**src/ipmfe_pkg.sv**
```systemverilog
`timescale 1ns / 1ps

package ipmfe_pkg;

  localparam int unsigned BYTE_W      = 8;
  localparam int unsigned LEN_W       = 11;
  localparam int unsigned ID_W        = 16;
  localparam int unsigned MAC_W       = 48;
  localparam int unsigned IP_W        = 32;
  localparam int unsigned CFG_IDX_W   = 8;
  localparam int unsigned CFG_DATA_W  = 48;

  localparam int unsigned HDR_BYTES   = 34;
  localparam int unsigned HCNT_W      = $clog2(HDR_BYTES + 1);
  localparam int unsigned ETH_BYTES   = 14;
  localparam int unsigned IP_HDR_LEN  = 20;
  localparam int unsigned MAX_PAYLOAD = 1480;

  // sum of four variable header words plus constant words fits in 19 bits
  localparam int unsigned SUM_W       = 19;

  localparam logic [MAC_W-1:0] DST_MAC     = 48'h01_00_5e_00_00_05;
  localparam logic [15:0]      ETH_TYPE    = 16'h0800;
  localparam logic [7:0]       IP_VER_IHL  = 8'h45;
  localparam logic [7:0]       IP_TOS      = 8'b11000000;
  localparam logic [7:0]       IP_TTL      = 8'h01;
  localparam logic [7:0]       IP_PROTO    = 8'h59;
  localparam logic [IP_W-1:0]  DST_IP      = 32'he0_00_00_05;
  localparam logic [15:0]      CSUM_MASK   = 16'hffff;

  // header words that never change: ver/ihl/tos, ttl/proto, destination
  localparam logic [SUM_W-1:0] CONST_SUM =
    SUM_W'({IP_VER_IHL, IP_TOS}) + SUM_W'({IP_TTL, IP_PROTO}) +
    SUM_W'(DST_IP[31:16]) + SUM_W'(DST_IP[15:0]);

  typedef enum logic [CFG_IDX_W-1:0] {
    CFG_SOURCE_MAC = 8'd0,
    CFG_SOURCE_IP  = 8'd1
  } cfg_reg_e;

  typedef struct packed {
    logic [LEN_W-1:0] total_len;
    logic [ID_W-1:0]  packet_id;
    logic [SUM_W-1:0] part_sum;
  } hdr_fields_t;

endpackage

```
**src/ipmfe_in_if.sv**
```systemverilog
`timescale 1ns / 1ps

interface ipmfe_in_if;
  logic                         valid;
  logic                         ready;
  logic [ipmfe_pkg::BYTE_W-1:0] payload_byte;
  logic [ipmfe_pkg::LEN_W-1:0]  payload_length;
  logic [ipmfe_pkg::ID_W-1:0]   packet_id;
  logic                         last_in;

  modport source (output valid, payload_byte, payload_length, packet_id, last_in,
                  input ready);
  modport sink (input valid, payload_byte, payload_length, packet_id, last_in,
                output ready);
endinterface

```
**src/ipmfe_out_if.sv**
```systemverilog
`timescale 1ns / 1ps

interface ipmfe_out_if;
  logic                         valid;
  logic                         ready;
  logic [ipmfe_pkg::BYTE_W-1:0] frame_byte;
  logic                         is_header;
  logic                         last_out;

  modport source (output valid, frame_byte, is_header, last_out, input ready);
  modport sink (input valid, frame_byte, is_header, last_out, output ready);
endinterface

```
**src/ipmfe_cfg_if.sv**
```systemverilog
`timescale 1ns / 1ps

interface ipmfe_cfg_if;
  logic                             valid;
  logic                             ready;
  logic [ipmfe_pkg::CFG_IDX_W-1:0]  index;
  logic [ipmfe_pkg::CFG_DATA_W-1:0] data;

  modport source (output valid, index, data, input ready);
  modport sink (input valid, index, data, output ready);
endinterface

```
**src/ipmfe_hdr_mux.sv**
```systemverilog
`timescale 1ns / 1ps

module ipmfe_hdr_mux (
  input  logic [ipmfe_pkg::HCNT_W-1:0] idx_i,
  input  logic [ipmfe_pkg::MAC_W-1:0]  src_mac_i,
  input  logic [ipmfe_pkg::IP_W-1:0]   src_ip_i,
  input  ipmfe_pkg::hdr_fields_t       fields_i,
  output logic [ipmfe_pkg::BYTE_W-1:0] byte_o
);
  import ipmfe_pkg::*;

  logic [16:0]         fold1;
  logic [15:0]         fold2;
  logic [15:0]         csum;
  logic [15:0]         total;
  logic [BYTE_W-1:0]   hdr [HDR_BYTES];

  // end-around carry, then complement
  always_comb begin
    fold1 = 17'(fields_i.part_sum[SUM_W-1:16]) + 17'(fields_i.part_sum[15:0]);
    fold2 = fold1[15:0] + 16'(fold1[16]);
    csum  = ~fold2 & CSUM_MASK;
    total = 16'(fields_i.total_len);
  end

  always_comb begin
    for (int i = 0; i < 6; i++) begin
      hdr[i]     = DST_MAC[8*(5-i) +: 8];
      hdr[6 + i] = src_mac_i[8*(5-i) +: 8];
    end
    hdr[12] = ETH_TYPE[15:8];
    hdr[13] = ETH_TYPE[7:0];
    hdr[ETH_BYTES + 0]  = IP_VER_IHL;
    hdr[ETH_BYTES + 1]  = IP_TOS;
    hdr[ETH_BYTES + 2]  = total[15:8];
    hdr[ETH_BYTES + 3]  = total[7:0];
    hdr[ETH_BYTES + 4]  = fields_i.packet_id[15:8];
    hdr[ETH_BYTES + 5]  = fields_i.packet_id[7:0];
    hdr[ETH_BYTES + 6]  = '0;
    hdr[ETH_BYTES + 7]  = '0;
    hdr[ETH_BYTES + 8]  = IP_TTL;
    hdr[ETH_BYTES + 9]  = IP_PROTO;
    hdr[ETH_BYTES + 10] = csum[15:8];
    hdr[ETH_BYTES + 11] = csum[7:0];
    for (int i = 0; i < 4; i++) begin
      hdr[ETH_BYTES + 12 + i] = src_ip_i[8*(3-i) +: 8];
      hdr[ETH_BYTES + 16 + i] = DST_IP[8*(3-i) +: 8];
    end
  end

  assign byte_o = (idx_i < HCNT_W'(HDR_BYTES)) ? hdr[idx_i] : '0;

endmodule

```
**src/ipv4_multicast_frame_encapsulator.sv**
```systemverilog
`timescale 1ns / 1ps

// Wraps a stream of OSPF payload bytes into Ethernet/IPv4 multicast frames
// (destination 01:00:5e:00:00:05 / 224.0.0.5, TTL 1, protocol 89). The first
// payload byte of a packet is held while the 34 header bytes go out, one per
// cycle while the receiver is ready; every later payload byte passes through
// the single output register. Length and id are sampled with the first byte;
// the length saturates at 1480 for the IP total length. The header checksum
// is pre-summed on input and folded while the header plays out. Source MAC
// (index 0) and source IP (index 1): the user writes them on the config channel
// only while the block is idle, not enforced by the block; both reset to zero.
module ipv4_multicast_frame_encapsulator #(
  parameter int unsigned MAX_PAYLOAD = ipmfe_pkg::MAX_PAYLOAD
) (
  input  logic        clk_i,
  input  logic        rst_ni,
  ipmfe_cfg_if.sink   cfg_i,
  ipmfe_in_if.sink    in_i,
  ipmfe_out_if.source out_o
);
  import ipmfe_pkg::*;

  logic [MAC_W-1:0]  src_mac_q;
  logic [IP_W-1:0]   src_ip_q;

  logic              hold_vld_q, hold_vld_d;
  logic [BYTE_W-1:0] hold_byte_q;
  logic              hold_last_q;
  hdr_fields_t       fields_q, fields_d;

  logic              inside_q, inside_d;
  logic [HCNT_W-1:0] hcnt_q, hcnt_d;

  logic              out_vld_q, out_vld_d;
  logic [BYTE_W-1:0] out_byte_q, out_byte_d;
  logic              out_hdr_q, out_hdr_d;
  logic              out_last_q, out_last_d;

  logic              in_fire;
  logic              out_free;
  logic              emit;
  logic              hdr_phase;
  logic              consume;
  logic [LEN_W-1:0]  sat_len;
  logic [BYTE_W-1:0] hdr_byte;

  // config
  assign cfg_i.ready = 1'b1;

  always_ff @(posedge clk_i or negedge rst_ni) begin
    if (!rst_ni) begin
      src_mac_q <= '0;
      src_ip_q  <= '0;
    end else if (cfg_i.valid) begin
      case (cfg_i.index)
        CFG_SOURCE_MAC: src_mac_q <= cfg_i.data[MAC_W-1:0];
        CFG_SOURCE_IP:  src_ip_q  <= cfg_i.data[IP_W-1:0];
        default: ;
      endcase
    end
  end

  // handshake
  assign out_free  = !out_vld_q || out_o.ready;
  assign emit      = hold_vld_q && out_free;
  assign hdr_phase = !inside_q && (hcnt_q != HCNT_W'(HDR_BYTES));
  assign consume   = emit && !hdr_phase;
  assign in_i.ready = !hold_vld_q || consume;
  assign in_fire   = in_i.valid && in_i.ready;

  // pre-sum of the checksum words known at input
  always_comb begin
    sat_len = (in_i.payload_length > LEN_W'(MAX_PAYLOAD)) ?
              LEN_W'(MAX_PAYLOAD) : in_i.payload_length;
    fields_d.total_len = sat_len + LEN_W'(IP_HDR_LEN);
    fields_d.packet_id = in_i.packet_id;
    fields_d.part_sum  = CONST_SUM + SUM_W'(fields_d.total_len) +
                         SUM_W'(in_i.packet_id) + SUM_W'(src_ip_q[31:16]) +
                         SUM_W'(src_ip_q[15:0]);
  end

  ipmfe_hdr_mux u_hdr_mux (
    .idx_i     (hcnt_q),
    .src_mac_i (src_mac_q),
    .src_ip_i  (src_ip_q),
    .fields_i  (fields_q),
    .byte_o    (hdr_byte)
  );

  always_comb begin
    hold_vld_d = hold_vld_q;
    if (in_fire) begin
      hold_vld_d = 1'b1;
    end else if (consume) begin
      hold_vld_d = 1'b0;
    end
  end

  always_comb begin
    inside_d = inside_q;
    hcnt_d   = hcnt_q;
    if (consume) begin
      inside_d = !hold_last_q;
      hcnt_d   = '0;
    end else if (emit) begin
      hcnt_d = hcnt_q + HCNT_W'(1);
    end
  end

  always_comb begin
    out_vld_d  = out_vld_q;
    out_byte_d = out_byte_q;
    out_hdr_d  = out_hdr_q;
    out_last_d = out_last_q;
    if (emit) begin
      out_vld_d  = 1'b1;
      out_byte_d = hdr_phase ? hdr_byte : hold_byte_q;
      out_hdr_d  = hdr_phase;
      out_last_d = !hdr_phase && hold_last_q;
    end else if (out_free) begin
      out_vld_d = 1'b0;
    end
  end

  always_ff @(posedge clk_i or negedge rst_ni) begin
    if (!rst_ni) begin
      hold_vld_q <= 1'b0;
      inside_q   <= 1'b0;
      hcnt_q     <= '0;
      out_vld_q  <= 1'b0;
    end else begin
      hold_vld_q <= hold_vld_d;
      inside_q   <= inside_d;
      hcnt_q     <= hcnt_d;
      out_vld_q  <= out_vld_d;
    end
  end

  always_ff @(posedge clk_i) begin
    if (in_fire) begin
      hold_byte_q <= in_i.payload_byte;
      hold_last_q <= in_i.last_in;
      if (!(hold_vld_q && !hold_last_q) && !(inside_q && !hold_vld_q)) begin
        fields_q <= fields_d;
      end
    end
    out_byte_q <= out_byte_d;
    out_hdr_q  <= out_hdr_d;
    out_last_q <= out_last_d;
  end

  assign out_o.valid      = out_vld_q;
  assign out_o.frame_byte = out_byte_q;
  assign out_o.is_header  = out_hdr_q;
  assign out_o.last_out   = out_last_q;

`ifndef SYNTHESIS
  a_hcnt_range: assert property (@(posedge clk_i) disable iff (!rst_ni)
    hcnt_q <= HCNT_W'(HDR_BYTES))
    else $error("header counter past end of header");

  a_inside_no_hdr: assert property (@(posedge clk_i) disable iff (!rst_ni)
    inside_q |-> hcnt_q == '0)
    else $error("header counter running inside a packet");

  a_hdr_not_last: assert property (@(posedge clk_i) disable iff (!rst_ni)
    out_vld_q && out_hdr_q |-> !out_last_q)
    else $error("last flag on a header beat");

  a_hold_until_hdr_done: assert property (@(posedge clk_i) disable iff (!rst_ni)
    hold_vld_q && hdr_phase |=> hold_vld_q)
    else $error("first payload beat dropped before header finished");
`endif

endmodule

```
**src/flat_wrapper.sv**
```systemverilog
// flat-port wrapper written by rule: the top's interface ports become plain ports
module ipv4_multicast_frame_encapsulator_flat import ipmfe_pkg::*;
#(
  parameter int unsigned MAX_PAYLOAD = ipmfe_pkg::MAX_PAYLOAD
)
  (clk_i, rst_ni, cfg_i_valid, cfg_i_index, cfg_i_data, cfg_i_ready, in_i_valid, in_i_payload_byte, in_i_payload_length, in_i_packet_id, in_i_last_in, in_i_ready, out_o_valid, out_o_frame_byte, out_o_is_header, out_o_last_out, out_o_ready);
  ipmfe_cfg_if cfg_i_i ();
  ipmfe_in_if in_i_i ();
  ipmfe_out_if out_o_i ();
  input  logic clk_i;
  input  logic rst_ni;
  input wire logic [$bits(cfg_i_i.valid)-1:0] cfg_i_valid;
  input wire logic [$bits(cfg_i_i.index)-1:0] cfg_i_index;
  input wire logic [$bits(cfg_i_i.data)-1:0] cfg_i_data;
  output wire logic [$bits(cfg_i_i.ready)-1:0] cfg_i_ready;
  input wire logic [$bits(in_i_i.valid)-1:0] in_i_valid;
  input wire logic [$bits(in_i_i.payload_byte)-1:0] in_i_payload_byte;
  input wire logic [$bits(in_i_i.payload_length)-1:0] in_i_payload_length;
  input wire logic [$bits(in_i_i.packet_id)-1:0] in_i_packet_id;
  input wire logic [$bits(in_i_i.last_in)-1:0] in_i_last_in;
  output wire logic [$bits(in_i_i.ready)-1:0] in_i_ready;
  output wire logic [$bits(out_o_i.valid)-1:0] out_o_valid;
  output wire logic [$bits(out_o_i.frame_byte)-1:0] out_o_frame_byte;
  output wire logic [$bits(out_o_i.is_header)-1:0] out_o_is_header;
  output wire logic [$bits(out_o_i.last_out)-1:0] out_o_last_out;
  input wire logic [$bits(out_o_i.ready)-1:0] out_o_ready;
  assign cfg_i_i.valid = cfg_i_valid;
  assign cfg_i_i.index = cfg_i_index;
  assign cfg_i_i.data = cfg_i_data;
  assign cfg_i_ready = cfg_i_i.ready;
  assign in_i_i.valid = in_i_valid;
  assign in_i_i.payload_byte = in_i_payload_byte;
  assign in_i_i.payload_length = in_i_payload_length;
  assign in_i_i.packet_id = in_i_packet_id;
  assign in_i_i.last_in = in_i_last_in;
  assign in_i_ready = in_i_i.ready;
  assign out_o_valid = out_o_i.valid;
  assign out_o_frame_byte = out_o_i.frame_byte;
  assign out_o_is_header = out_o_i.is_header;
  assign out_o_last_out = out_o_i.last_out;
  assign out_o_i.ready = out_o_ready;
  ipv4_multicast_frame_encapsulator #(.MAX_PAYLOAD(MAX_PAYLOAD)) u_core (.clk_i(clk_i), .rst_ni(rst_ni), .cfg_i(cfg_i_i), .in_i(in_i_i), .out_o(out_o_i));
endmodule
```
**config.mk**
```make
export PLATFORM = sky130hd
export DESIGN_NAME = ipv4_multicast_frame_encapsulator_flat
export DESIGN_NICKNAME = d
export VERILOG_FILES = /design/src/ipmfe_pkg.sv /design/src/ipmfe_in_if.sv /design/src/ipmfe_out_if.sv /design/src/ipmfe_cfg_if.sv /design/src/ipmfe_hdr_mux.sv /design/src/ipv4_multicast_frame_encapsulator.sv /design/src/flat_wrapper.sv
export SDC_FILE = /design/constraint.sdc
export NUM_CORES = 1
export LEC_CHECK = 0
export BUFFER_PORTS_ARGS = -buffer_cell sky130_fd_sc_hd__buf_2
export CAP_MARGIN = 20
export CORE_MARGIN = 3
export CORE_UTILIZATION = 50
export DETAILED_ROUTE_END_ITERATION = 8
export PLACE_DENSITY_LB_ADDON = 0.3
export SLEW_MARGIN = 20
export SYNTH_ARGS = -nofsm -noshare
export SYNTH_HDL_FRONTEND = slang
export SYNTH_SLANG_ARGS = --single-unit
```
**constraint.sdc**
```tcl
create_clock -name clk_i -period 6 [get_ports clk_i]
set_clock_uncertainty 0.2 [all_clocks]
set_input_delay 0.3 -clock clk_i [delete_from_list [all_inputs] [get_ports clk_i]]
set_output_delay 0.3 -clock clk_i [all_outputs]
set_load 0.005 [all_outputs]
```
==> impl_metrics.toml <==
[drt]
drtIter0Drc = 688
via_per_inst = 5.77
drtPass1Iterations = 5
via_count = 7644
drc_errors = 0
wl_um = 26600
avgRoutedWirePerCell_um = 20.0
postRouteAntennaNets = 0

[power_and_ir_drop]
power.share.clock_pct = 32.5
net-switching-power_mw = 1.22
pwr-share-seq_pct = 36.5
power.internal_mw = 2.19
finalPower_mw = 3.41
powerDensity_nw_per_um2 = 289
swShare_pct = 35.7
ir_worst_vdd_mv = 0.194
pwr-share-comb_pct = 31.0
p_leak_nw = 5.23

[clock_tree]
worstSkewPairLatency_ns = 0.44
clock_path_buffers = 2
postCtsSetupBuffers = 0
cts_resized = 0
cts_tree = "done"
root_buffer = "clkbuf_16"
cts_htree_levels = 4
clock_sinks = 154
ctsHoldBuffers = 77
numCtsBuffers = 17
clkTransAtPathRegs_ns = 0.07

[grt]
grt_max_degree = 80
overflow = 0
grt_pass1_wl_um = 42200
antenna_found_initial = 1
grt_pass1_vias = 7594
grt_use_total_pct = 25.5

[logic_synthesis]
synthFlopType = "dfrtp_1"
ys_seq_area_share_pct = 43.1
synthArstFlopShare_pct = 57.8
yosysWarnings = 0
syn_inst = 879
ys_types = 76
netlist_top_cells_area = "dfrtp_1 23%, edfxtp_1 20%, mux2_2 9.9%"
syn_nets = 1039
ys_ff_latch = 154
postSynthAreaPerCell_um2 = 11.0
synth_common_cells = "89 x dfrtp_1, 85 x mux2_2, 74 x inv_1"
synth_largest_area_cell = "dfrtp_1"
synth_area_um2 = 9700
yosys.cell_count.top_type = "dfrtp_1"
synth_edf_count = 65
synth_top_area_share_pct = 23.0

[timing]
relSlewSlack_pct = 33.3
finalSetupViolations = 0
tightest_slew_ns = 1.00
period_share_pct = 89.7
rsz0062_at_grt = "no"
tns_ns = 0
final-max-slew-violation-count = 0
min_period_ns = 5.38
hold_violations = 0
max_freq_ghz = 0.186

[layout]
antenna_cells = 0
area_delta_synth_final_pct = 21.4
drive_above_1_share_pct = 24.7
final_nets = 1212

[place]
numPortBuffers = 108
gp_congestion = 0.864
hpwlAfterDp_um = 18400

[die]
rows = 50
ios = 110
initial_core_util_pct = 51.3
core_um2 = 18900
die_x_um = 145
die_h_um = 145
die_area_um2 = 21100

[worst_setup_path]
cp_slowest_cell = "dlygate4sd3_1"
path_max_fanout = 12
crit_top_cell = "inv_1"
worstSetupEndpointType = "register"
max_stage_delay_ns = 0.53
worst-path-buf-inv = 6
cp_cell_sequence = "dlygate4sd3_1 -> buf_2 -> o21ai_0 -> buf_4 -> nand2b_1 -> ha_1 -> inv_1 -> or4_1 -> a21boi_1 -> o211a_1 -> or3_1 -> xnor2_1 -> fa_1 -> inv_1 -> fa_1 -> inv_1 -> ha_1 -> or3_1 -> o311a_1 -> o211a_1 -> o21ai_0 -> nand2b_1 -> xnor2_1"
cp-start-kind = "input port"
cp.required_ns = 5.99
crit_family = "adder cells"
path_class = "in2reg"
worst_ep_arrival_time_ns = 5.37
regToRegStartpoint = "u_core.fields_q[0]$_DFFE_PP_"
regToRegEndpoint = "u_core.out_o.frame_byte[4]$_DFFE_PP_"
regToRegSetupSlack_ns = 1.58
reg2reg_depth = 14

[run_status]
status = "complete, no violations"

[job]
drv_cap = 0

[worst_hold_path]
hold_path_class = "in2async"
-- routing by layer --
metal,part of all wire (%),vias to the layer above,GRT usage (%)
met3,7.5,47,6.18
met2,49,341,41.6
met1,41,3729,34.0
met4,2.1,0,7.55
li1,-,3527,-
met5,0,-,0
-- cells by family (layout without fill, tap and decap cells) --
| kind of cell | after synthesis | count (layout) | synth area share [%] |
|---|---|---|---|
| simple gates | 217 | 217 | 11.1 |
| compound gates | 175 | 175 | 12.0 |
| flops | 154 | 154 | 43.1 |
| buf+inv | 114 | 300 | 5.58 |
| mux | 112 | 112 | 13.8 |
| fa+ha+maj | 63 | 63 | 10.4 |
| xor+xnor | 43 | 43 | 3.96 |
| other cells | 1 | 1 | 0.0387 |
-- through the flow --
stage	hold WS (ns)	std cells	setup WS (ns)	cell area (um2)	util, %
final	0.0239	1325	0.619	11800	62.3
after global routing	0.0506	1325	0.204	11800	62.3
after floorplan	-0.196	879	0.0526	9700	-
after global placement	-0.0562	1216	0.420	10400	55.0
after CTS	0.0165	1325	0.649	11800	62.3
after detailed placement	-0.0572	1216	0.333	10400	55.0
-- power groups by stage --
stage | clock network, mW | logic, mW | registers (mW)
2_1_floorplan | 0 | 0.729 | 1.25
3_3_place_gp | 0 | 0.977 | 1.26
3_5_place_dp | 0 | 0.989 | 1.26
4_1_cts | 1.11 | 1.04 | 1.24
5_1_grt | 1.17 | 1.16 | 1.25
6_report | 1.11 | 1.06 | 1.24
-- placed cells by master (no fill, tap or decap), types with 4 or more instances in the layout --
cell,Yosys,routed
nand3_1,22,22
nand2b_1,15,15
o22ai_1,4,4
o2111ai_1,4,4
nand2_1,61,61
a211oi_1,7,7
o211a_1,4,4
fa_1,29,29
nand4_1,4,4
a21o_1,5,5
edfxtp_1,65,65
mux2_2,85,85
clkbuf_16,0,17
buf_4,1,10
o31ai_1,7,7
nand3b_1,4,4
xor2_1,12,12
dlygate4sd3_1,0,77
a221oi_1,6,6
clkinv_8,0,6
nor2_1,51,50
o21a_1,5,5
dfrtp_1,89,88
inv_1,74,74
inv_8,0,5
and2_1,5,5
ha_1,34,34
a21oi_1,41,41
o21ai_0,49,49
or3_1,5,5
and3_1,9,8
buf_2,2,107
mux2i_1,18,18
xnor2_1,30,30
a31oi_1,5,5
nor3_1,19,19
mux4_2,8,8
-- registers in the layout, indices dropped and copies added (netlist names) --
register	count
u_core.fields_q	46
u_core.hcnt_q	6
u_core.hold_byte_q	8
u_core.hold_last_q	1
u_core.hold_vld_q	1
u_core.inside_q	1
u_core.out_o.frame_byte	8
u_core.out_o.is_header	1
u_core.out_o.last_out	1
u_core.out_o.valid	1
u_core.src_ip_q	32
u_core.src_mac_q	48
-- worst max-delay path by stage --
stage | from | endpoint | slack (ns) | cells after the start
finish | in_i_payload_length[10] | u_core.fields_q[16]$_DFFE_PP_ | 0.62 | 23
global route | in_i_payload_length[10] | u_core.fields_q[16]$_DFFE_PP_ | 0.20 | 22
CTS | in_i_payload_length[10] | u_core.fields_q[16]$_DFFE_PP_ | 0.65 | 22
detailed placement | in_i_payload_length[1] | u_core.fields_q[16]$_DFFE_PP_ | 0.33 | 23
global placement | in_i_payload_length[1] | u_core.fields_q[16]$_DFFE_PP_ | 0.42 | 23
floorplan | in_i_payload_length[4] | u_core.fields_q[16]$_DFFE_PP_ | 0.05 | 25
-- cell type report --
type | count | area (um2)
Clock buffer | 17 | 425
Clock inverter | 15 | 194
Fill cell | 1522 | 7120
Inverter | 74 | 278
Multi-Input combinational cell | 611 | 4990
Sequential cell | 154 | 4180
Tap cell | 260 | 325
Timing Repair Buffer | 194 | 1380
Note: power is estimated with default switching activity, not from simulation.
